==> config.mk <==
export PLATFORM = sky130hd
export DESIGN_NAME = fbla_ram
export DESIGN_NICKNAME = d
export VERILOG_FILES = /design/src/sv/fbla_ram.sv
export SDC_FILE = /design/constraint.sdc
export NUM_CORES = 1
export LEC_CHECK = 0
export BUFFER_PORTS_ARGS = -buffer_cell sky130_fd_sc_hd__buf_2
export CAP_MARGIN = 15
export CORE_UTILIZATION = 45
export CTS_CLUSTER_DIAMETER = 30
export DETAILED_ROUTE_END_ITERATION = 10
export GPL_ROUTABILITY_DRIVEN = 0
export REMOVE_ABC_BUFFERS = 1
export SLEW_MARGIN = 30
export SYNTH_ARGS = -nofsm -noshare
export SYNTH_HDL_FRONTEND = slang
export SYNTH_SLANG_ARGS = --single-unit
==> constraint.sdc <==
create_clock -name clk -period 6.1 [get_ports clk]
set_clock_uncertainty 0.2 [all_clocks]
set_input_delay 0.61 -clock clk [delete_from_list [all_inputs] [get_ports clk]]
set_output_delay 0.61 -clock clk [all_outputs]
set_load 0.005 [all_outputs]
==> src/sv/fbla_ram.sv <==
// generic single write port ram with registered read
`timescale 1ns / 1ps
module fbla_ram #(
    parameter int WIDTH = 8,
    parameter int DEPTH = 32
) (
    input  logic                                   clk,
    input  logic                                   we,
    input  logic [((DEPTH > 1) ? $clog2(DEPTH) : 1)-1:0] waddr,
    input  logic [WIDTH-1:0]                       wdata,
    input  logic [((DEPTH > 1) ? $clog2(DEPTH) : 1)-1:0] raddr,
    output logic [WIDTH-1:0]                       rdata
);

    logic [WIDTH-1:0] mem [DEPTH];
    logic [WIDTH-1:0] rdata_reg;

    always_ff @(posedge clk)
    begin
        if (we)
        begin
            mem[waddr] <= wdata;
        end
        rdata_reg <= mem[raddr];
    end

    assign rdata = rdata_reg;

endmodule

==> impl_metrics.xml, run 1 <==
<?xml version="1.0" encoding="UTF-8"?>
<metrics>
  <group name="run_status">
    <metric name="outcome" unit="">finished, final reports clean</metric>
  </group>
  <group name="layout">
    <metric name="largest_register_ffs" unit="">256</metric>
    <metric name="area_growth_syn_to_layout" unit="%">16.9</metric>
    <metric name="filler_cell_count" unit="">1667</metric>
    <metric name="layout_cells_sized_above_1" unit="%">36.3</metric>
    <metric name="multiInputGateArea" unit="um2">2100</metric>
    <metric name="diodes" unit="">0</metric>
    <metric name="fin_cells" unit="">778</metric>
    <metric name="seq_area" unit="um2">7850</metric>
    <metric name="num-nets-final" unit="">489</metric>
    <metric name="final_util" unit="%">53.7</metric>
  </group>
  <group name="worst_setup_path">
    <metric name="path_cells" unit="">buf_2 -&gt; buf_4 -&gt; mux4_2 -&gt; mux4_2 -&gt; mux2_2</metric>
    <metric name="combined_buffer_and_inverter_count_along_the_critical_path" unit="">2</metric>
    <metric name="crit_path_frequent_cell" unit="">mux4_2</metric>
    <metric name="crit_fanout" unit="">33</metric>
    <metric name="critical_path.startpoint_type" unit="">input pin</metric>
    <metric name="cpLargestDelayFamily" unit="">multiplexers</metric>
    <metric name="crit_type" unit="">input pin to flop</metric>
    <metric name="cpMaxStageDelayCell" unit="">buf_2</metric>
    <metric name="cp-end-kind" unit="">flop</metric>
    <metric name="required" unit="ps">6290</metric>
    <metric name="worst_path_arrival" unit="ps">3130</metric>
    <metric name="critical-path-max-stage-delay" unit="ps">650</metric>
  </group>
  <group name="die">
    <metric name="start_util" unit="%">45.9</metric>
    <metric name="ioPinCount" unit="">28</metric>
    <metric name="core_area" unit="um2">21900</metric>
    <metric name="dieWidth" unit="um">151</metric>
    <metric name="die_h" unit="um">151</metric>
    <metric name="core.rowCount" unit="">54</metric>
    <metric name="design.die.area" unit="um2">22900</metric>
  </group>
  <group name="timing">
    <metric name="maxSlewHeadroom" unit="%">35.0</metric>
    <metric name="layout_min_cycle_time" unit="ps">2930</metric>
    <metric name="fmax" unit="GHz">0.341</metric>
    <metric name="report.final.slew_viol_count" unit="">0</metric>
    <metric name="timing_worst_slew_pin_value" unit="ps">972</metric>
    <metric name="post-route-period-util" unit="%">48.1</metric>
    <metric name="setup-tns-final" unit="ps">0</metric>
    <metric name="setup_repair_after_global_routing_missed_its_margin" unit="">no</metric>
    <metric name="finalHoldViolations" unit="">0</metric>
    <metric name="final-setup-viol-count" unit="">0</metric>
  </group>
  <group name="placed_design">
    <metric name="port_buffer_cells" unit="">27</metric>
    <metric name="placed_cells_incl_taps" unit="">707</metric>
    <metric name="dp_hpwl" unit="um">12300</metric>
  </group>
  <group name="route">
    <metric name="drt_first_iter_violations" unit="">499</metric>
    <metric name="drt-total-wl" unit="um">20400</metric>
    <metric name="via_per_inst" unit="">5.72</metric>
    <metric name="route.detailed.drc" unit="">0</metric>
    <metric name="detail_route.first_pass.iterations" unit="">4</metric>
    <metric name="routedWlPerCell" unit="um">26.3</metric>
    <metric name="detailroute.via_count" unit="">4448</metric>
    <metric name="antenna_left" unit="">0</metric>
  </group>
  <group name="power_and_ir_drop">
    <metric name="ir_worst_vdd" unit="mV">0.195</metric>
    <metric name="power.density" unit="nW/um2">373</metric>
    <metric name="static-leakage-power" unit="nW">3.72</metric>
  </group>
  <group name="clocking">
    <metric name="max-clock-path-buffers" unit="">3</metric>
    <metric name="cts.repair.resized" unit="">0</metric>
    <metric name="count_of_hold_fix_buffers_inserted_at_cts" unit="">0</metric>
    <metric name="cts_tree" unit="">yes</metric>
    <metric name="clock-root-buffer" unit="">clkbuf_16</metric>
    <metric name="cts_max_level" unit="">2</metric>
    <metric name="cts.sink_count" unit="">264</metric>
    <metric name="path_clk_slew" unit="ps">50</metric>
    <metric name="postCtsSetupRepairBufs" unit="">0</metric>
    <metric name="numCtsBuffers" unit="">40</metric>
    <metric name="skew_pair_late_insertion_delay" unit="ps">520</metric>
  </group>
  <group name="grt">
    <metric name="overall_global_routing_resource_usage" unit="%">19.1</metric>
    <metric name="grt_pass1_vias" unit="">4601</metric>
    <metric name="grt_overflow" unit="">0</metric>
    <metric name="largest_net_degree_at_the_start_of_global_routing" unit="">34</metric>
    <metric name="antenna_found_initial" unit="">0</metric>
    <metric name="grt_first_pass_wirelength" unit="um">30300</metric>
  </group>
  <group name="logic_synthesis">
    <metric name="synth-seq-cells" unit="">264</metric>
    <metric name="post_synth_design_cell_area" unit="um2">10100</metric>
    <metric name="synthDistinctLibCells" unit="">15</metric>
    <metric name="ys.warnings.count" unit="">0</metric>
    <metric name="ys_seq_area_share" unit="%">78.1</metric>
    <metric name="syn_avg_cell_area" unit="um2">24.1</metric>
    <metric name="post_synth_inst_count" unit="">417</metric>
  </group>
  <group name="min_path">
    <metric name="worstHoldPathType" unit="">input pin to flop</metric>
  </group>
  <group name="job">
    <metric name="timing.max_cap.violations" unit="">0</metric>
  </group>
</metrics>
[kinds of logic (layout without fill, tap and decap cells)]
group	after synthesis	in the layout	synth area share, %
muxes	88	88	18.8
buffers and inverters	20	101	1.06
and+or+nand+nor	45	45	2.07
DFF	264	264	78.1
[Yosys cell counts]
cell type,count,share of area [%]
buf_1,6,0.22
or3b_2,3,0.26
nand3_1,2,0.10
buf_2,1,0.050
mux4_2,80,18
buf_6,1,0.11
dfxtp_1,8,1.6
or3_1,1,0.062
mux2_2,8,0.90
nand2_1,1,0.037
clkbuf_1,6,0.22
buf_4,6,0.45
nor2_1,33,1.2
edfxtp_1,256,76
nand3b_1,5,0.37
[routing by layer]
metal / global-route usage [%] / wire (um)
met5: 0 / 0
met4: 5.10 / 297
met3: 3.74 / 1380
met2: 27.4 / 9360
met1: 29.9 / 9400
[power breakdown]
group	internal [mW]	switching [mW]
Sequential	2.02	0.0111
Clock	1.40	0.770
Combinational	0.0791	0.103
[layout make-up]
type,count,share of cell area (%)
multi-input combinational,133,17.9
timing repair buffer,30,1.36
clock inverter,25,2.09
tap,280,2.98
clock buffer,46,8.89
sequential,264,66.8
[path summary, 6_finish.rpt]
check | cells past startpoint | endpoint | slack, ps | from
hold / removal | 2 | rdata[6] | 370 | raddr[3]
setup reg to reg | 3 | rdata[2] | 4060 | mem[21][2]
hold reg to reg | 3 | rdata[5] | 710 | mem[30][5]
setup / recovery | 5 | rdata[2] | 3170 | raddr[2]
[cells in the final DEF, fill, tap and decap left out, drive strengths merged]
cell,Yosys,routed
nand3,2,2
nand3b,5,5
clkbuf,6,46
buf,14,30
nand2,1,1
or3,1,1
mux2,8,8
edfxtp,256,256
dfxtp,8,8
mux4,80,80
or3b,3,3
clkinvlp,0,2
bufinv,0,4
clkinv,0,15
nor2,33,33
inv,0,4
[worst register-to-register path, stage by stage (launching register included)]
cell and delay, ps:
edfxtp_1 360, mux4_2 530, mux4_2 540, mux2_2 300
[stage by stage]
step | area [um2] | total power, mW | hold WS, ps | setup slack, ps
2_1_floorplan | 9950 | 2.14 | 509 | 3970
3_3_place_gp | 10500 | 2.25 | 678 | 2580
3_5_place_dp | 10500 | 2.25 | 696 | 2600
4_1_cts | 11700 | 4.42 | 354 | 3150
5_1_grt | 11700 | 4.51 | 370 | 3080
6_report | 11700 | 4.38 | 368 | 3170
Note: power is estimated with default switching activity, not from simulation.
==> run 2: changes to the inputs <==
==> constraint.sdc (replaced) <==
create_clock -name clk -period 2.4 [get_ports clk]
set_clock_uncertainty 0.2 [all_clocks]
set_input_delay 0.24 -clock clk [delete_from_list [all_inputs] [get_ports clk]]
set_output_delay 0.24 -clock clk [all_outputs]
set_load 0.005 [all_outputs]
==> run 2 against run 1 <==
Setup slack worse by 2800 ps. Register-to-register slack worse by 3700 ps. Critical path type is now flop to flop. Cell area up 4.5%. Sequential cell count unchanged. Largest cell class unchanged. First-iteration DRC count down 9.4%. Global-route usage up 0.76 points. Largest power group unchanged. Total power rose to 2.6 times the previous value.
==> impl_metrics.xml, run 2 (same netlist as run 1, synthesis figures left out) <==
<?xml version="1.0" encoding="UTF-8"?>
<metrics>
  <group name="power_and_ir_drop">
    <metric name="ir_worst_vdd" unit="mV">0.521</metric>
    <metric name="power.density" unit="nW/um2">942</metric>
    <metric name="static-leakage-power" unit="nW">4.02</metric>
    <metric name="fin_total_pwr" unit="mW">11.6</metric>
  </group>
  <group name="clocking">
    <metric name="postCtsSetupRepairBufs" unit="">0</metric>
    <metric name="skew_pair_late_insertion_delay" unit="ps">520</metric>
    <metric name="path_clk_slew" unit="ps">50</metric>
    <metric name="max-clock-path-buffers" unit="">3</metric>
    <metric name="cts.repair.resized" unit="">0</metric>
    <metric name="cts.sink_count" unit="">264</metric>
    <metric name="cts_max_level" unit="">2</metric>
    <metric name="count_of_hold_fix_buffers_inserted_at_cts" unit="">1</metric>
    <metric name="numCtsBuffers" unit="">45</metric>
    <metric name="cts_tree" unit="">yes</metric>
    <metric name="clock-root-buffer" unit="">clkbuf_16</metric>
  </group>
  <group name="layout">
    <metric name="area_growth_syn_to_layout" unit="%">22.1</metric>
    <metric name="layout_cells_sized_above_1" unit="%">42.3</metric>
    <metric name="layout.cells.most_common" unit="">edfxtp_1</metric>
    <metric name="diodes" unit="">0</metric>
    <metric name="final_util" unit="%">56.1</metric>
    <metric name="largest_register_ffs" unit="">256</metric>
    <metric name="most-common-layout-cells" unit="">edfxtp_1, mux4_2, clkbuf_16</metric>
    <metric name="num-nets-final" unit="">535</metric>
  </group>
  <group name="grt">
    <metric name="largest_net_degree_at_the_start_of_global_routing" unit="">33</metric>
    <metric name="antenna_found_initial" unit="">0</metric>
    <metric name="grt_pass1_vias" unit="">4881</metric>
    <metric name="grt_first_pass_wirelength" unit="um">31700</metric>
    <metric name="groute.layer.met1.usage" unit="%">28.6</metric>
    <metric name="grt.met2_usage" unit="%">30.0</metric>
    <metric name="global_route.peak_usage_layer" unit="">met2</metric>
    <metric name="grt_overflow" unit="">0</metric>
    <metric name="grtUsageMet3" unit="%">4.85</metric>
    <metric name="overall_global_routing_resource_usage" unit="%">19.9</metric>
  </group>
  <group name="die">
    <metric name="core.rowCount" unit="">54</metric>
    <metric name="dieWidth" unit="um">151</metric>
    <metric name="die_h" unit="um">151</metric>
    <metric name="start_util" unit="%">45.9</metric>
    <metric name="design.die.area" unit="um2">22900</metric>
    <metric name="ioPinCount" unit="">28</metric>
    <metric name="core_area" unit="um2">21900</metric>
  </group>
  <group name="timing">
    <metric name="setup-tns-final" unit="ps">0</metric>
    <metric name="post-route-period-util" unit="%">85.3</metric>
    <metric name="setup_repair_after_global_routing_missed_its_margin" unit="">no</metric>
    <metric name="maxSlewHeadroom" unit="%">56.3</metric>
    <metric name="setup_slack" unit="ps">352</metric>
    <metric name="timing_worst_slew_pin_value" unit="ps">656</metric>
    <metric name="layout_min_cycle_time" unit="ps">2050</metric>
    <metric name="final-setup-viol-count" unit="">0</metric>
    <metric name="report.final.slew_viol_count" unit="">0</metric>
    <metric name="fmax" unit="GHz">0.488</metric>
    <metric name="finalHoldViolations" unit="">0</metric>
  </group>
  <group name="route">
    <metric name="drt_first_iter_violations" unit="">452</metric>
    <metric name="detailroute.via_count" unit="">4684</metric>
    <metric name="antenna_left" unit="">0</metric>
    <metric name="via_per_inst" unit="">5.65</metric>
    <metric name="detail_route.first_pass.iterations" unit="">5</metric>
    <metric name="route.detailed.drc" unit="">0</metric>
    <metric name="drt-total-wl" unit="um">21300</metric>
    <metric name="routedWlPerCell" unit="um">25.7</metric>
  </group>
  <group name="min_path">
    <metric name="worstHoldPathType" unit="">input pin to flop</metric>
    <metric name="whs_endpoint" unit="">mem[0][1]</metric>
    <metric name="hold_path_startpoint" unit="">wdata[1]</metric>
    <metric name="timing.hold.worst_path_depth" unit="">1</metric>
  </group>
  <group name="run_status">
    <metric name="outcome" unit="">finished, final reports clean</metric>
  </group>
  <group name="worst_setup_path">
    <metric name="worst_path_arrival" unit="ps">2250</metric>
    <metric name="r2r_start" unit="">mem[31][0]</metric>
    <metric name="worstReg2RegEnd" unit="">rdata[0]</metric>
    <metric name="r2r_cells" unit="">3</metric>
    <metric name="crit_type" unit="">flop to flop</metric>
    <metric name="r2r_setup_slack" unit="ps">350</metric>
    <metric name="crit_fanout" unit="">1</metric>
    <metric name="critical_path.startpoint_type" unit="">flop</metric>
    <metric name="required" unit="ps">2600</metric>
    <metric name="cp-end-kind" unit="">flop</metric>
  </group>
  <group name="placed_design">
    <metric name="port_buffer_cells" unit="">27</metric>
    <metric name="detailedPlace.worstSlack" unit="ps">28.7</metric>
    <metric name="dp_hpwl" unit="um">13200</metric>
  </group>
  <group name="job">
    <metric name="timing.max_cap.violations" unit="">0</metric>
  </group>
</metrics>
==> run 2: cell count changes in the layout (fill, tap and decap cells not counted), sizes merged <==
cell	before	now
dlygate4sd3	0	1
bufinv	4	2
clkinvlp	2	7
buf	30	70
inv	4	3
clkbuf	46	54
==> run 2: stage by stage <==
stage          instances  area (um2)  hold slack, ps
4_1_cts              829       12300            66.7
6_report             829       12300            55.2
2_1_floorplan        397        9950             139
5_1_grt              829       12300            73.4
3_3_place_gp         747       10800             430
3_5_place_dp         747       10800             421
==> run 2: power by group <==
part	internal (mW)	switching, mW	total [mW]
Sequential	5.14	0.0242	5.16
Clock	3.79	2.11	5.90
Combinational	0.228	0.276	0.504
Total	9.15	2.41	11.6
==> run 2: area by class of cell <==
class                           instances  area [um2]
Fill cell                            1644        9620
Sequential cell                       264        7850
Tap cell                              280         350
Clock inverter                         27         233
Timing Repair Buffer                   71         546
Multi-Input combinational cell        133        2100
Clock buffer                           54        1200
==> run 2: worst max path at each step <==
stage                    start  endpoint  depth (start not counted)
global placement      raddr[0]  rdata[4]                          5
finish              mem[31][0]  rdata[0]                          3
global route        mem[30][0]  rdata[0]                          3
floorplan           mem[31][0]  rdata[0]                          3
CTS                 mem[26][5]  rdata[5]                          3
detailed placement    raddr[0]  rdata[0]                          5
==> run 2: layer usage <==
metal | vias up | wire length, um
met3 | 34 | 1600
met5 | - | 0
met1 | 2480 | 9120
met4 | 0 | 393
li1 | 1993 | -
met2 | 177 | 10200
==> run 2: worst max-delay path, cell delays in order (launching register included) <==
cell and delay (ps):
edfxtp_1 360, mux4_2 550, mux4_2 550, mux2_2 290
