### config.mk
export PLATFORM = sky130hd
export DESIGN_NAME = fbla_ctrl
export DESIGN_NICKNAME = d
export VERILOG_FILES = /design/src/sv/fbla_pkg.sv /design/src/sv/fbla_ctrl.sv
export SDC_FILE = /design/constraint.sdc
export NUM_CORES = 2
export LEC_CHECK = 0
export ABC_AREA = 1
export BUFFER_PORTS_ARGS = -buffer_cell sky130_fd_sc_hd__buf_4
export CAP_MARGIN = 20
export CORE_MARGIN = 1.5
export CORE_UTILIZATION = 40
export DETAILED_ROUTE_END_ITERATION = 7
export PLACE_DENSITY = 0.69
export SYNTH_ARGS = -nofsm -noshare
export SYNTH_HDL_FRONTEND = slang
export SYNTH_SLANG_ARGS = --single-unit
### constraint.sdc
create_clock -name clk -period 8.9 [get_ports clk]
set_input_delay 0 -clock clk [delete_from_list [all_inputs] [get_ports clk]]
set_output_delay 0 -clock clk [all_outputs]
set_load 0.03 [all_outputs]
### src/sv/fbla_pkg.sv
// types, constants and codes shared by the free block list allocator
`timescale 1ns / 1ps
package fbla_pkg;

    localparam int MAX_BLOCKS = 32;
    localparam int UNDO_DEPTH = 32;
    localparam int ADDR_BITS  = 32;
    localparam int LIST_MAX   = 32;

    localparam int IDX_W  = (MAX_BLOCKS > 1) ? $clog2(MAX_BLOCKS) : 1;
    localparam int CNT_W  = $clog2(MAX_BLOCKS + 1);
    localparam int UIDX_W = (UNDO_DEPTH > 1) ? $clog2(UNDO_DEPTH) : 1;
    localparam int UCNT_W = $clog2(UNDO_DEPTH + 1);
    localparam int LCNT_W = $clog2(LIST_MAX + 1);

    localparam logic [32:0] ADDR_LIMIT = 33'(64'(1) << ADDR_BITS);
    localparam logic [31:0] ADDR_MASK  = 32'((64'(1) << ADDR_BITS) - 64'(1));

    typedef enum logic [3:0] {
        CMD_ADD         = 4'd0,
        CMD_CARVE_IDX   = 4'd1,
        CMD_CARVE_FRONT = 4'd2,
        CMD_CARVE_RANGE = 4'd3,
        CMD_UNDO        = 4'd4,
        CMD_CONTAINS    = 4'd5,
        CMD_FIRST_FIT   = 4'd6,
        CMD_ALL_FITS    = 4'd7,
        CMD_TOTAL       = 4'd8,
        CMD_READ        = 4'd9
    } cmd_e;

    typedef enum logic [1:0] {
        STS_OK        = 2'd0,
        STS_NOT_FOUND = 2'd1,
        STS_FULL      = 2'd2,
        STS_BAD       = 2'd3
    } status_e;

    typedef enum logic [4:0] {
        S_IDLE,
        S_SCAN_RD,
        S_SCAN_EV,
        S_ADD_FIN,
        S_LIST_PUSH,
        S_LIST_END,
        S_CARVE_RD,
        S_CARVE_LD,
        S_CARVE_CALC,
        S_CARVE_DEC,
        S_UNDO_RD,
        S_UNDO_DEC,
        S_SHUP_RD,
        S_SHUP_WR,
        S_SHDN_RD,
        S_SHDN_WR,
        S_EMIT
    } state_e;

    typedef struct packed {
        logic [3:0]  cmd;
        logic [4:0]  index;
        logic [31:0] address;
        logic [31:0] length;
    } req_t;

    typedef struct packed {
        logic [1:0]  status;
        logic [4:0]  entry_index;
        logic [31:0] block_start;
        logic [31:0] block_length;
        logic [37:0] total_free;
        logic        last;
    } rsp_t;

    typedef struct packed {
        logic [31:0] start;
        logic [31:0] length;
    } tbl_entry_t;

    typedef struct packed {
        logic [IDX_W-1:0] pos;
        logic [1:0]       pieces;
        logic [31:0]      start;
        logic [31:0]      length;
    } undo_rec_t;

    typedef struct packed {
        logic             we;
        logic [IDX_W-1:0] waddr;
        tbl_entry_t       wdata;
        logic [IDX_W-1:0] raddr;
    } tbl_port_t;

    typedef struct packed {
        logic              we;
        logic [UIDX_W-1:0] waddr;
        undo_rec_t         wdata;
        logic [UIDX_W-1:0] raddr;
    } undo_port_t;

endpackage

### src/sv/fbla_ctrl.sv
// command sequencer: table walks, carve, undo, shifting and result register
`timescale 1ns / 1ps
module fbla_ctrl
    import fbla_pkg::*;
(
    input  logic       clk,
    input  logic       rst_n,
    input  logic       req_valid,
    output logic       req_ready,
    input  req_t       req,
    output logic       rsp_valid,
    input  logic       rsp_ready,
    output rsp_t       rsp,
    output tbl_port_t  tbl_port,
    input  tbl_entry_t tbl_rdata,
    output undo_port_t undo_port,
    input  undo_rec_t  undo_rdata
);

    state_e            state_reg, state_next;
    logic [3:0]        cmd_reg, cmd_next;
    logic [4:0]        idx_reg, idx_next;
    logic [31:0]       addr_reg, addr_next;
    logic [31:0]       len_reg, len_next;
    logic [32:0]       cut_reg, cut_next;
    logic [CNT_W-1:0]  count_reg, count_next;
    logic [UCNT_W-1:0] depth_reg, depth_next;
    logic [CNT_W-1:0]  i_reg, i_next;
    logic [CNT_W-1:0]  pos_reg, pos_next;
    tbl_entry_t        ins_reg, ins_next;
    logic [32:0]       prev_end_reg, prev_end_next;
    logic              has_prev_reg, has_prev_next;
    logic [31:0]       cs_reg, cs_next;
    logic [31:0]       cl_reg, cl_next;
    logic [IDX_W-1:0]  cidx_reg, cidx_next;
    logic [31:0]       ca_reg, ca_next;
    logic [32:0]       e_reg, e_next;
    logic [32:0]       cutc_reg, cutc_next;
    logic [37:0]       sum_reg, sum_next;
    logic [LCNT_W-1:0] found_reg, found_next;
    rsp_t              pend_reg, pend_next;
    logic              pend_valid_reg, pend_valid_next;
    rsp_t              cand_reg, cand_next;
    rsp_t              res_reg, res_next;
    rsp_t              out_reg, out_next;
    logic              out_valid_reg, out_valid_next;

    always_ff @(posedge clk or negedge rst_n)
    begin
        if (!rst_n)
        begin
            state_reg      <= S_IDLE;
            count_reg      <= '0;
            depth_reg      <= '0;
            pend_valid_reg <= 1'b0;
            out_valid_reg  <= 1'b0;
        end
        else
        begin
            state_reg      <= state_next;
            count_reg      <= count_next;
            depth_reg      <= depth_next;
            pend_valid_reg <= pend_valid_next;
            out_valid_reg  <= out_valid_next;
        end
    end

    always_ff @(posedge clk)
    begin
        cmd_reg      <= cmd_next;
        idx_reg      <= idx_next;
        addr_reg     <= addr_next;
        len_reg      <= len_next;
        cut_reg      <= cut_next;
        i_reg        <= i_next;
        pos_reg      <= pos_next;
        ins_reg      <= ins_next;
        prev_end_reg <= prev_end_next;
        has_prev_reg <= has_prev_next;
        cs_reg       <= cs_next;
        cl_reg       <= cl_next;
        cidx_reg     <= cidx_next;
        ca_reg       <= ca_next;
        e_reg        <= e_next;
        cutc_reg     <= cutc_next;
        sum_reg      <= sum_next;
        found_reg    <= found_next;
        pend_reg     <= pend_next;
        cand_reg     <= cand_next;
        res_reg      <= res_next;
        out_reg      <= out_next;
    end

    always_comb
    begin
        logic [31:0]      a;
        logic [CNT_W-1:0] i_inc;
        logic [CNT_W-1:0] i_dec;
        logic [CNT_W-1:0] upos;
        logic             last_i;
        logic             hit;
        logic             out_free;
        logic             nb;
        logic             na;
        rsp_t             blank;

        state_next      = state_reg;
        cmd_next        = cmd_reg;
        idx_next        = idx_reg;
        addr_next       = addr_reg;
        len_next        = len_reg;
        cut_next        = cut_reg;
        count_next      = count_reg;
        depth_next      = depth_reg;
        i_next          = i_reg;
        pos_next        = pos_reg;
        ins_next        = ins_reg;
        prev_end_next   = prev_end_reg;
        has_prev_next   = has_prev_reg;
        cs_next         = cs_reg;
        cl_next         = cl_reg;
        cidx_next       = cidx_reg;
        ca_next         = ca_reg;
        e_next          = e_reg;
        cutc_next       = cutc_reg;
        sum_next        = sum_reg;
        found_next      = found_reg;
        pend_next       = pend_reg;
        pend_valid_next = pend_valid_reg;
        cand_next       = cand_reg;
        res_next        = res_reg;
        out_next        = out_reg;
        out_valid_next  = out_valid_reg && !rsp_ready;
        tbl_port        = '0;
        undo_port       = '0;

        a        = req.address & ADDR_MASK;
        i_inc    = i_reg + 1'b1;
        i_dec    = i_reg - 1'b1;
        upos     = CNT_W'(undo_rdata.pos);
        last_i   = (i_inc == count_reg);
        hit      = 1'b0;
        out_free = !out_valid_reg || rsp_ready;
        nb       = ca_reg > cs_reg;
        na       = e_reg > cutc_reg;
        blank       = '0;
        blank.last  = 1'b1;

        unique case (state_reg)
            S_IDLE:
            begin
                if (req_valid)
                begin
                    cmd_next        = req.cmd;
                    idx_next        = req.index;
                    addr_next       = a;
                    len_next        = req.length;
                    cut_next        = {1'b0, a} + {1'b0, req.length};
                    res_next        = blank;
                    i_next          = '0;
                    sum_next        = '0;
                    found_next      = '0;
                    pend_valid_next = 1'b0;
                    has_prev_next   = 1'b0;
                    state_next      = S_SCAN_RD;
                    unique case (req.cmd)
                        CMD_ADD:
                        begin
                            if (req.length == '0 ||
                                ({1'b0, a} + {1'b0, req.length}) > ADDR_LIMIT)
                            begin
                                res_next.status = STS_BAD;
                                state_next      = S_EMIT;
                            end
                            else if (32'(count_reg) >= MAX_BLOCKS)
                            begin
                                res_next.status = STS_FULL;
                                state_next      = S_EMIT;
                            end
                            else if (count_reg == '0)
                            begin
                                ins_next   = '{start: a, length: req.length};
                                pos_next   = '0;
                                i_next     = count_reg;
                                state_next = S_SHUP_RD;
                            end
                        end
                        CMD_CARVE_IDX, CMD_CARVE_FRONT:
                        begin
                            res_next.entry_index = req.index;
                            if (32'(req.index) >= 32'(count_reg))
                            begin
                                res_next.status = STS_BAD;
                                state_next      = S_EMIT;
                            end
                            else
                            begin
                                state_next = S_CARVE_RD;
                            end
                        end
                        CMD_CARVE_RANGE, CMD_CONTAINS, CMD_FIRST_FIT, CMD_ALL_FITS:
                        begin
                            if (count_reg == '0)
                            begin
                                res_next.status = STS_NOT_FOUND;
                                state_next      = S_EMIT;
                            end
                        end
                        CMD_UNDO:
                        begin
                            if (depth_reg == '0)
                            begin
                                res_next.status = STS_BAD;
                                state_next      = S_EMIT;
                            end
                            else
                            begin
                                state_next = S_UNDO_RD;
                            end
                        end
                        CMD_TOTAL:
                        begin
                            if (count_reg == '0)
                            begin
                                state_next = S_EMIT;
                            end
                        end
                        CMD_READ:
                        begin
                            res_next.entry_index = req.index;
                            if (32'(req.index) >= 32'(count_reg))
                            begin
                                res_next.status = STS_BAD;
                                state_next      = S_EMIT;
                            end
                            else
                            begin
                                i_next = CNT_W'(req.index);
                            end
                        end
                        default:
                        begin
                            res_next.status = STS_BAD;
                            state_next      = S_EMIT;
                        end
                    endcase
                end
            end

            S_SCAN_RD:
            begin
                tbl_port.raddr = i_reg[IDX_W-1:0];
                state_next     = S_SCAN_EV;
            end

            S_SCAN_EV:
            begin
                state_next = S_SCAN_RD;
                i_next     = i_inc;
                unique case (cmd_reg)
                    CMD_ADD:
                    begin
                        if (tbl_rdata.start <= addr_reg)
                        begin
                            prev_end_next = {1'b0, tbl_rdata.start} + {1'b0, tbl_rdata.length};
                            has_prev_next = 1'b1;
                            if (last_i)
                            begin
                                pos_next   = count_reg;
                                state_next = S_ADD_FIN;
                            end
                        end
                        else
                        begin
                            pos_next = i_reg;
                            if ((has_prev_reg && prev_end_reg > {1'b0, addr_reg}) ||
                                ({1'b0, tbl_rdata.start} < cut_reg))
                            begin
                                res_next.status = STS_BAD;
                                state_next      = S_EMIT;
                            end
                            else
                            begin
                                ins_next             = '{start: addr_reg, length: len_reg};
                                i_next               = count_reg;
                                res_next.entry_index = 5'(i_reg);
                                state_next           = S_SHUP_RD;
                            end
                        end
                    end
                    CMD_CARVE_RANGE, CMD_CONTAINS, CMD_FIRST_FIT, CMD_ALL_FITS:
                    begin
                        if (cmd_reg == CMD_FIRST_FIT || cmd_reg == CMD_ALL_FITS)
                        begin
                            hit = tbl_rdata.length >= len_reg;
                        end
                        else
                        begin
                            hit = (tbl_rdata.start <= addr_reg) &&
                                  ((addr_reg - tbl_rdata.start) < tbl_rdata.length);
                        end
                        if (hit)
                        begin
                            i_next = i_reg;
                            if (cmd_reg == CMD_CARVE_RANGE)
                            begin
                                cs_next              = tbl_rdata.start;
                                cl_next              = tbl_rdata.length;
                                cidx_next            = i_reg[IDX_W-1:0];
                                res_next.entry_index = 5'(i_reg);
                                state_next           = S_CARVE_CALC;
                            end
                            else if (cmd_reg == CMD_ALL_FITS)
                            begin
                                cand_next              = '0;
                                cand_next.entry_index  = 5'(i_reg);
                                cand_next.block_start  = tbl_rdata.start;
                                cand_next.block_length = tbl_rdata.length;
                                state_next             = S_LIST_PUSH;
                            end
                            else
                            begin
                                res_next.entry_index  = 5'(i_reg);
                                res_next.block_start  = tbl_rdata.start;
                                res_next.block_length = tbl_rdata.length;
                                state_next            = S_EMIT;
                            end
                        end
                        else if (last_i)
                        begin
                            if (cmd_reg == CMD_ALL_FITS)
                            begin
                                state_next = S_LIST_END;
                            end
                            else
                            begin
                                res_next.status = STS_NOT_FOUND;
                                state_next      = S_EMIT;
                            end
                        end
                    end
                    CMD_TOTAL:
                    begin
                        sum_next = sum_reg + 38'(tbl_rdata.length);
                        if (last_i)
                        begin
                            res_next.total_free = sum_reg + 38'(tbl_rdata.length);
                            state_next          = S_EMIT;
                        end
                    end
                    CMD_READ:
                    begin
                        res_next.block_start  = tbl_rdata.start;
                        res_next.block_length = tbl_rdata.length;
                        state_next            = S_EMIT;
                    end
                    default:
                    begin
                        state_next = S_EMIT;
                    end
                endcase
            end

            S_ADD_FIN:
            begin
                if (has_prev_reg && prev_end_reg > {1'b0, addr_reg})
                begin
                    res_next.status = STS_BAD;
                    state_next      = S_EMIT;
                end
                else
                begin
                    ins_next             = '{start: addr_reg, length: len_reg};
                    i_next               = count_reg;
                    res_next.entry_index = 5'(pos_reg);
                    state_next           = S_SHUP_RD;
                end
            end

            // one listed item is held back so the final one can carry last
            S_LIST_PUSH:
            begin
                if (!pend_valid_reg || out_free)
                begin
                    if (pend_valid_reg)
                    begin
                        out_next       = pend_reg;
                        out_valid_next = 1'b1;
                    end
                    pend_next       = cand_reg;
                    pend_valid_next = 1'b1;
                    found_next      = found_reg + 1'b1;
                    if (32'(found_reg) + 1 == LIST_MAX || last_i)
                    begin
                        state_next = S_LIST_END;
                    end
                    else
                    begin
                        i_next     = i_inc;
                        state_next = S_SCAN_RD;
                    end
                end
            end

            S_LIST_END:
            begin
                if (pend_valid_reg)
                begin
                    res_next      = pend_reg;
                    res_next.last = 1'b1;
                end
                else
                begin
                    res_next.status = STS_NOT_FOUND;
                end
                pend_valid_next = 1'b0;
                state_next      = S_EMIT;
            end

            S_CARVE_RD:
            begin
                tbl_port.raddr = IDX_W'(idx_reg);
                cidx_next      = IDX_W'(idx_reg);
                state_next     = S_CARVE_LD;
            end

            S_CARVE_LD:
            begin
                cs_next    = tbl_rdata.start;
                cl_next    = tbl_rdata.length;
                state_next = S_CARVE_CALC;
            end

            S_CARVE_CALC:
            begin
                ca_next    = (cmd_reg == CMD_CARVE_FRONT) ? cs_reg : addr_reg;
                e_next     = {1'b0, cs_reg} + {1'b0, cl_reg};
                cutc_next  = {1'b0, ((cmd_reg == CMD_CARVE_FRONT) ? cs_reg : addr_reg)} +
                             {1'b0, len_reg};
                state_next = S_CARVE_DEC;
            end

            S_CARVE_DEC:
            begin
                state_next = S_EMIT;
                if (len_reg == '0 || ca_reg < cs_reg || cutc_reg > e_reg)
                begin
                    res_next.status = STS_BAD;
                end
                else if (32'(depth_reg) >= UNDO_DEPTH ||
                         (nb && na && 32'(count_reg) >= MAX_BLOCKS))
                begin
                    res_next.status = STS_FULL;
                end
                else
                begin
                    undo_port.we    = 1'b1;
                    undo_port.waddr = depth_reg[UIDX_W-1:0];
                    undo_port.wdata = '{pos: cidx_reg, pieces: {1'b0, nb} + {1'b0, na},
                                        start: cs_reg, length: cl_reg};
                    depth_next      = depth_reg + 1'b1;
                    if (!nb && !na)
                    begin
                        pos_next   = CNT_W'(cidx_reg);
                        i_next     = CNT_W'(cidx_reg);
                        state_next = S_SHDN_RD;
                    end
                    else if (nb)
                    begin
                        tbl_port.we    = 1'b1;
                        tbl_port.waddr = cidx_reg;
                        tbl_port.wdata = '{start: cs_reg, length: ca_reg - cs_reg};
                        if (na)
                        begin
                            pos_next   = CNT_W'(cidx_reg) + 1'b1;
                            i_next     = count_reg;
                            ins_next   = '{start: cutc_reg[31:0],
                                           length: 32'(e_reg - cutc_reg)};
                            state_next = S_SHUP_RD;
                        end
                    end
                    else
                    begin
                        tbl_port.we    = 1'b1;
                        tbl_port.waddr = cidx_reg;
                        tbl_port.wdata = '{start: cutc_reg[31:0],
                                           length: 32'(e_reg - cutc_reg)};
                    end
                end
            end

            S_UNDO_RD:
            begin
                undo_port.raddr = UIDX_W'(depth_reg - 1'b1);
                state_next      = S_UNDO_DEC;
            end

            S_UNDO_DEC:
            begin
                res_next.entry_index = 5'(undo_rdata.pos);
                state_next           = S_EMIT;
                if (undo_rdata.pieces == 2'd0)
                begin
                    if (32'(undo_rdata.pos) > 32'(count_reg))
                    begin
                        res_next.status = STS_BAD;
                    end
                    else if (32'(count_reg) >= MAX_BLOCKS)
                    begin
                        res_next.status = STS_FULL;
                    end
                    else
                    begin
                        ins_next   = '{start: undo_rdata.start, length: undo_rdata.length};
                        pos_next   = upos;
                        i_next     = count_reg;
                        depth_next = depth_reg - 1'b1;
                        state_next = S_SHUP_RD;
                    end
                end
                else
                begin
                    if (32'(undo_rdata.pos) + 32'(undo_rdata.pieces) > 32'(count_reg))
                    begin
                        res_next.status = STS_BAD;
                    end
                    else
                    begin
                        tbl_port.we    = 1'b1;
                        tbl_port.waddr = undo_rdata.pos;
                        tbl_port.wdata = '{start: undo_rdata.start, length: undo_rdata.length};
                        depth_next     = depth_reg - 1'b1;
                        if (undo_rdata.pieces == 2'd2)
                        begin
                            pos_next   = upos + 1'b1;
                            i_next     = upos + 1'b1;
                            state_next = S_SHDN_RD;
                        end
                    end
                end
            end

            // open a gap at pos_reg, moving entries up from the top
            S_SHUP_RD:
            begin
                if (i_reg > pos_reg)
                begin
                    tbl_port.raddr = i_dec[IDX_W-1:0];
                    state_next     = S_SHUP_WR;
                end
                else
                begin
                    tbl_port.we    = 1'b1;
                    tbl_port.waddr = pos_reg[IDX_W-1:0];
                    tbl_port.wdata = ins_reg;
                    count_next     = count_reg + 1'b1;
                    state_next     = S_EMIT;
                end
            end

            S_SHUP_WR:
            begin
                tbl_port.we    = 1'b1;
                tbl_port.waddr = i_reg[IDX_W-1:0];
                tbl_port.wdata = tbl_rdata;
                i_next         = i_dec;
                state_next     = S_SHUP_RD;
            end

            // close the gap at pos_reg, moving entries down
            S_SHDN_RD:
            begin
                if (i_inc < count_reg)
                begin
                    tbl_port.raddr = i_inc[IDX_W-1:0];
                    state_next     = S_SHDN_WR;
                end
                else
                begin
                    count_next = count_reg - 1'b1;
                    state_next = S_EMIT;
                end
            end

            S_SHDN_WR:
            begin
                tbl_port.we    = 1'b1;
                tbl_port.waddr = i_reg[IDX_W-1:0];
                tbl_port.wdata = tbl_rdata;
                i_next         = i_inc;
                state_next     = S_SHDN_RD;
            end

            S_EMIT:
            begin
                if (out_free)
                begin
                    out_next       = res_reg;
                    out_valid_next = 1'b1;
                    state_next     = S_IDLE;
                end
            end

            default:
            begin
                state_next = S_IDLE;
            end
        endcase
    end

    assign req_ready = (state_reg == S_IDLE);
    assign rsp_valid = out_valid_reg;
    assign rsp       = out_reg;

    a_count_max: assert property (@(posedge clk) disable iff (!rst_n)
        32'(count_reg) <= MAX_BLOCKS)
        else $error("entry count beyond table size");

    a_depth_max: assert property (@(posedge clk) disable iff (!rst_n)
        32'(depth_reg) <= UNDO_DEPTH)
        else $error("undo depth beyond stack size");

    a_count_step: assert property (@(posedge clk) disable iff (!rst_n)
        count_reg != $past(count_reg) |->
            (count_reg == $past(count_reg) + 1'b1 || count_reg == $past(count_reg) - 1'b1))
        else $error("entry count jumped by more than one");

    a_write_range: assert property (@(posedge clk) disable iff (!rst_n)
        tbl_port.we |-> 32'(tbl_port.waddr) <= 32'(count_reg))
        else $error("table write beyond occupied range");

endmodule

==> summary.md <==
| Metric | Value |
|---|---|
| Status | `finished clean` |
| Via count | `49400` |
| Crit path top cell by count | `nand2_1` |
| H-tree levels | `3` |
| Ys async rst share | `0.0237` |
| WL met1 | `96700 µm` |
| CTS sink cnt | `803` |
| WHS Path Cells | `2` |
| DRC viols | `0` |
| Routed vias/inst | `5.76` |
| Worst Setup Start Kind | `register` |
| Gate Count Post-Synth | `6026` |
| Root Buffer | `clkbuf_16` |
| Setup slack, reg-to-reg | `roughly 2.2 ns` |
| HP Start | `req[32]` |
| Largest net degree at the start of global routing | `80` |
| Final worst-path cycle share | `0.757` |
| Synth Cell Area | `52500 µm²` |
| CP peak stage delay | `0.58 ns` |
| Critical Path AT | `7.09 ns` |
| RSZ-0062 raised after global routing | `no` |
| Syn_nets | `roughly 6700` |
| Area grow syn2layout | `21.2%` |
| Routed wl met3 | `24800 µm` |
| Cell variety after synth | `62` |
| Placed inst area | `58200 µm²` |
| Fin crit period | `6.74 ns` |
| Post-synth top flop | `edfxtp_1` |
| Final WL | `roughly 240000 µm` |
| Hold Path End | `addr_reg[0]$_DFFE_PP_` |
| Final setup vio count | `0` |
| Synth warn | `0` |
| Critical path's top delay family | `compound AO/OA/AOI/OAI gates` |
| CP max-delay cell | `buf_4` |
| Worst skew pair latency | `0.74 ns` |
| Io pins | `481` |
| Hold Crit Class | `in -> reg` |
| Initial Util | `0.404` |
| CTS tree | `done` |
| Tot GR Track Use | `0.347` |
| Seq/Total Area, Yosys | `0.458` |
| Number of synthesized flops with an enable pin | `784` |
| Site Rows | `132` |
| DP HPWL | `185000 µm` |
| Critical Path RT | `9.25 ns` |
| Die H | `between 300 and 400 µm` |
| Synth Register Bits | `about 800` |
| Static Leak | `about 28 nW` |
| WL per Instance | `27.7 µm` |
| Post_cts resized | `0` |
| Vias in the first global route | `45700` |
| Initial DRC Count | `between 6000 and 7000` |
| Global-route wire length before repair | `329000 µm` |
| Initial antenna violation count | `8` |
| Worst-case clock buffer depth | `3` |
| Final hold viol count | `0` |
| Die Area | `about 130000 µm²` |
| Peak fanout along the critical path | `33` |
| Clock skew | `0.0304 ns` |
| TritonCTS buffer count | `93` |
| Port buffer count | `480` |
| Total negative setup slack | `0 ns` |
| Flip-flop count of the largest register after layout | `110` |
| Mean Syn Cell Area | `8.71 µm²` |
| Critical Path Sink Type | `register` |
| Final nets | `7419` |
| Highest metal used | `met5` |
| Buf/Inv on CP | `5` |
| Fin area | `63600 µm²` |
| Final ANT Viol Nets | `0` |
| R2r worst-path depth | `29` |
| Worst-Margin Slew | `1.20 ns` |
| Worst-path clk slew | `0.06 ns` |
| Placer congestion estimate | `1.02` |
| CP Class | `reg -> reg` |
| Peak supply drop | `0.238 mV` |
| Overflow after GRT | `0` |
| Min Hold Slack | `0.0461 ns` |
| Number of max-cap violations | `0` |
| FF-to-FF Start | `addr_reg[0]$_DFFE_PP_` |
| PD cells | `roughly 300 nW/µm²` |
| Die Wd | `roughly 370 µm` |
| Critical path startpoint | `addr_reg[0]$_DFFE_PP_` |
| Met2 routed wirelength | `100000 µm` |
| Highest clock rate | `0.148 GHz` |
| Slew HR | `0.189` |
| DRT Pass-1 Iters | `6` |
| Worst R2R End | `cs_reg[29]$_DFFE_PP_` |
| Core footprint | `130000 µm²` |
| Slew Viols, Final | `0` |
| Fraction of layout cells with a size suffix above 1 | `0.109` |
## how the worst max path moves through the flow
stage,to,slack (ns),cells past startpoint
detailed placement,cl_reg[31]$_DFFE_PP_,2.40,29
global route,cl_reg[31]$_DFFE_PP_,1.69,29
CTS,cl_reg[31]$_DFFE_PP_,2.37,29
floorplan,ins_reg[0]$_DFFE_PP_,0.55,23
finish,cs_reg[29]$_DFFE_PP_,2.16,29
global placement,cl_reg[31]$_DFFE_PP_,2.50,29
## metrics by stage
| step | power (mW) | util | worst slack [ns] | cells |
|---|---|---|---|---|
| 3_5_place_dp | 14.7 | 0.448 | 2.40 | 8159 |
| 6_report | 19.0 | 0.490 | 2.16 | 8569 |
| 5_1_grt | 19.9 | 0.490 | 1.69 | 8561 |
| 4_1_cts | 18.8 | 0.490 | 2.37 | 8559 |
| 2_1_floorplan | 11.4 | - | 0.554 | 6026 |
| 3_3_place_gp | 14.6 | 0.448 | 2.50 | 8157 |
## layer usage
metal | global-route usage | vias up
met2 | 0.515 | 2983
li1 | - | 22300
met4 | 0.202 | 4
met5 | 0 | -
met3 | 0.0765 | 561
met1 | 0.465 | 23500
## cell families after synthesis
family / after synthesis / synth area share
AND/OR/NAND/NOR: 2218 / 0.173
flip-flops: 803 / 0.458
multiplexers: 1 / 0.000191
AO/OA/AOI/OAI: 1333 / 0.149
XOR/XNOR: 202 / 0.0337
adder cells (fa/ha/maj): 469 / 0.113
buffers and inverters: 1000 / 0.0732
## final cells by class
type	count	area, µm²
Multi-Input combinational cell	4223	24800
Inverter	860	3230
Fill cell	12400	66200
Tap cell	1742	2180
Antenna cell	8	20.0
Timing Repair Buffer	757	6300
Clock inverter	56	628
Sequential cell	803	24000
Clock buffer	120	2480
## repair_timing
| action | 4_1_cts | 5_1_grt |
|---|---|---|
| hold endpoints to repair | 463 | 0 |
| setup buffers | 0 | 0 |
| hold buffers | 224 | 0 |
## cells in the mapped netlist (6+ instances only)
master	number	area, µm²
a21oi_1	502	2510
a31oi_1	30	188
or2_2	12	75.1
o211ai_1	27	203
a221oi_1	9	78.8
o21a_1	39	293
a211oi_1	6	45.0
nand2_1	1294	4860
a21o_1	23	173
clkbuf_1	110	413
nand3b_1	11	82.6
o31ai_1	7	52.6
inv_1	849	3190
o22ai_1	79	494
xnor2_1	84	736
o221ai_1	13	114
ha_1	459	5740
o2111ai_2	6	90.1
inv_2	8	30.0
nor3_1	47	235
o21ai_0	402	2010
nor4_1	44	275
o2111ai_1	120	1050
nand3_1	226	1130
dfrtp_1	19	475
nand4_1	68	425
xor2_1	118	1030
buf_6	10	113
nor2_1	498	1870
a21boi_0	10	75.1
o21ai_1	25	125
fa_1	10	200
buf_1	14	52.6
edfxtp_1	784	23500
o21bai_1	15	113
## power breakdown
part	switching, mW	internal (mW)
logic	6.27	2.44
registers	0.539	5.76
clock network	1.75	2.23
total	8.56	10.4
## worst reg2reg max path, delay by kind of cell, from the launching register on
kind                       cells  cell delay, ns
DFF                            1            0.37
AOI/OAI and AO/OA             11            2.37
adders and majority gates      3            0.90
and+or+nand+nor               10            1.24
buffers and inverters          5            1.42
## cells in the final DEF, fill, tap and decap left out, types with 10 or more instances in the layout
master | synthesis | final
edfxtp_1 | 784 | 784
o211ai_1 | 27 | 27
o2111ai_1 | 120 | 120
nand2_1 | 1294 | 1293
o21ai_0 | 402 | 401
o221ai_1 | 13 | 13
clkbuf_16 | 0 | 93
nor3_1 | 47 | 45
a31oi_1 | 30 | 30
o22ai_1 | 79 | 78
clkbuf_1 | 110 | 22
inv_2 | 8 | 10
a21boi_0 | 10 | 10
a21o_1 | 23 | 23
inv_1 | 849 | 845
clkinv_2 | 0 | 16
nand3_1 | 226 | 224
dfrtp_1 | 19 | 19
nand3b_1 | 11 | 11
dlygate4sd3_1 | 0 | 223
ha_1 | 459 | 459
o21ai_1 | 25 | 25
nor2_1 | 498 | 488
xor2_1 | 118 | 118
o21bai_1 | 15 | 15
nor4_1 | 44 | 43
nand4_1 | 68 | 68
xnor2_1 | 84 | 84
a21oi_1 | 502 | 501
nor2_4 | 0 | 10
or2_2 | 12 | 12
buf_4 | 1 | 530
fa_1 | 10 | 10
clkinv_1 | 3 | 15
o21a_1 | 39 | 39
Note: power is estimated with default switching activity, not from simulation.
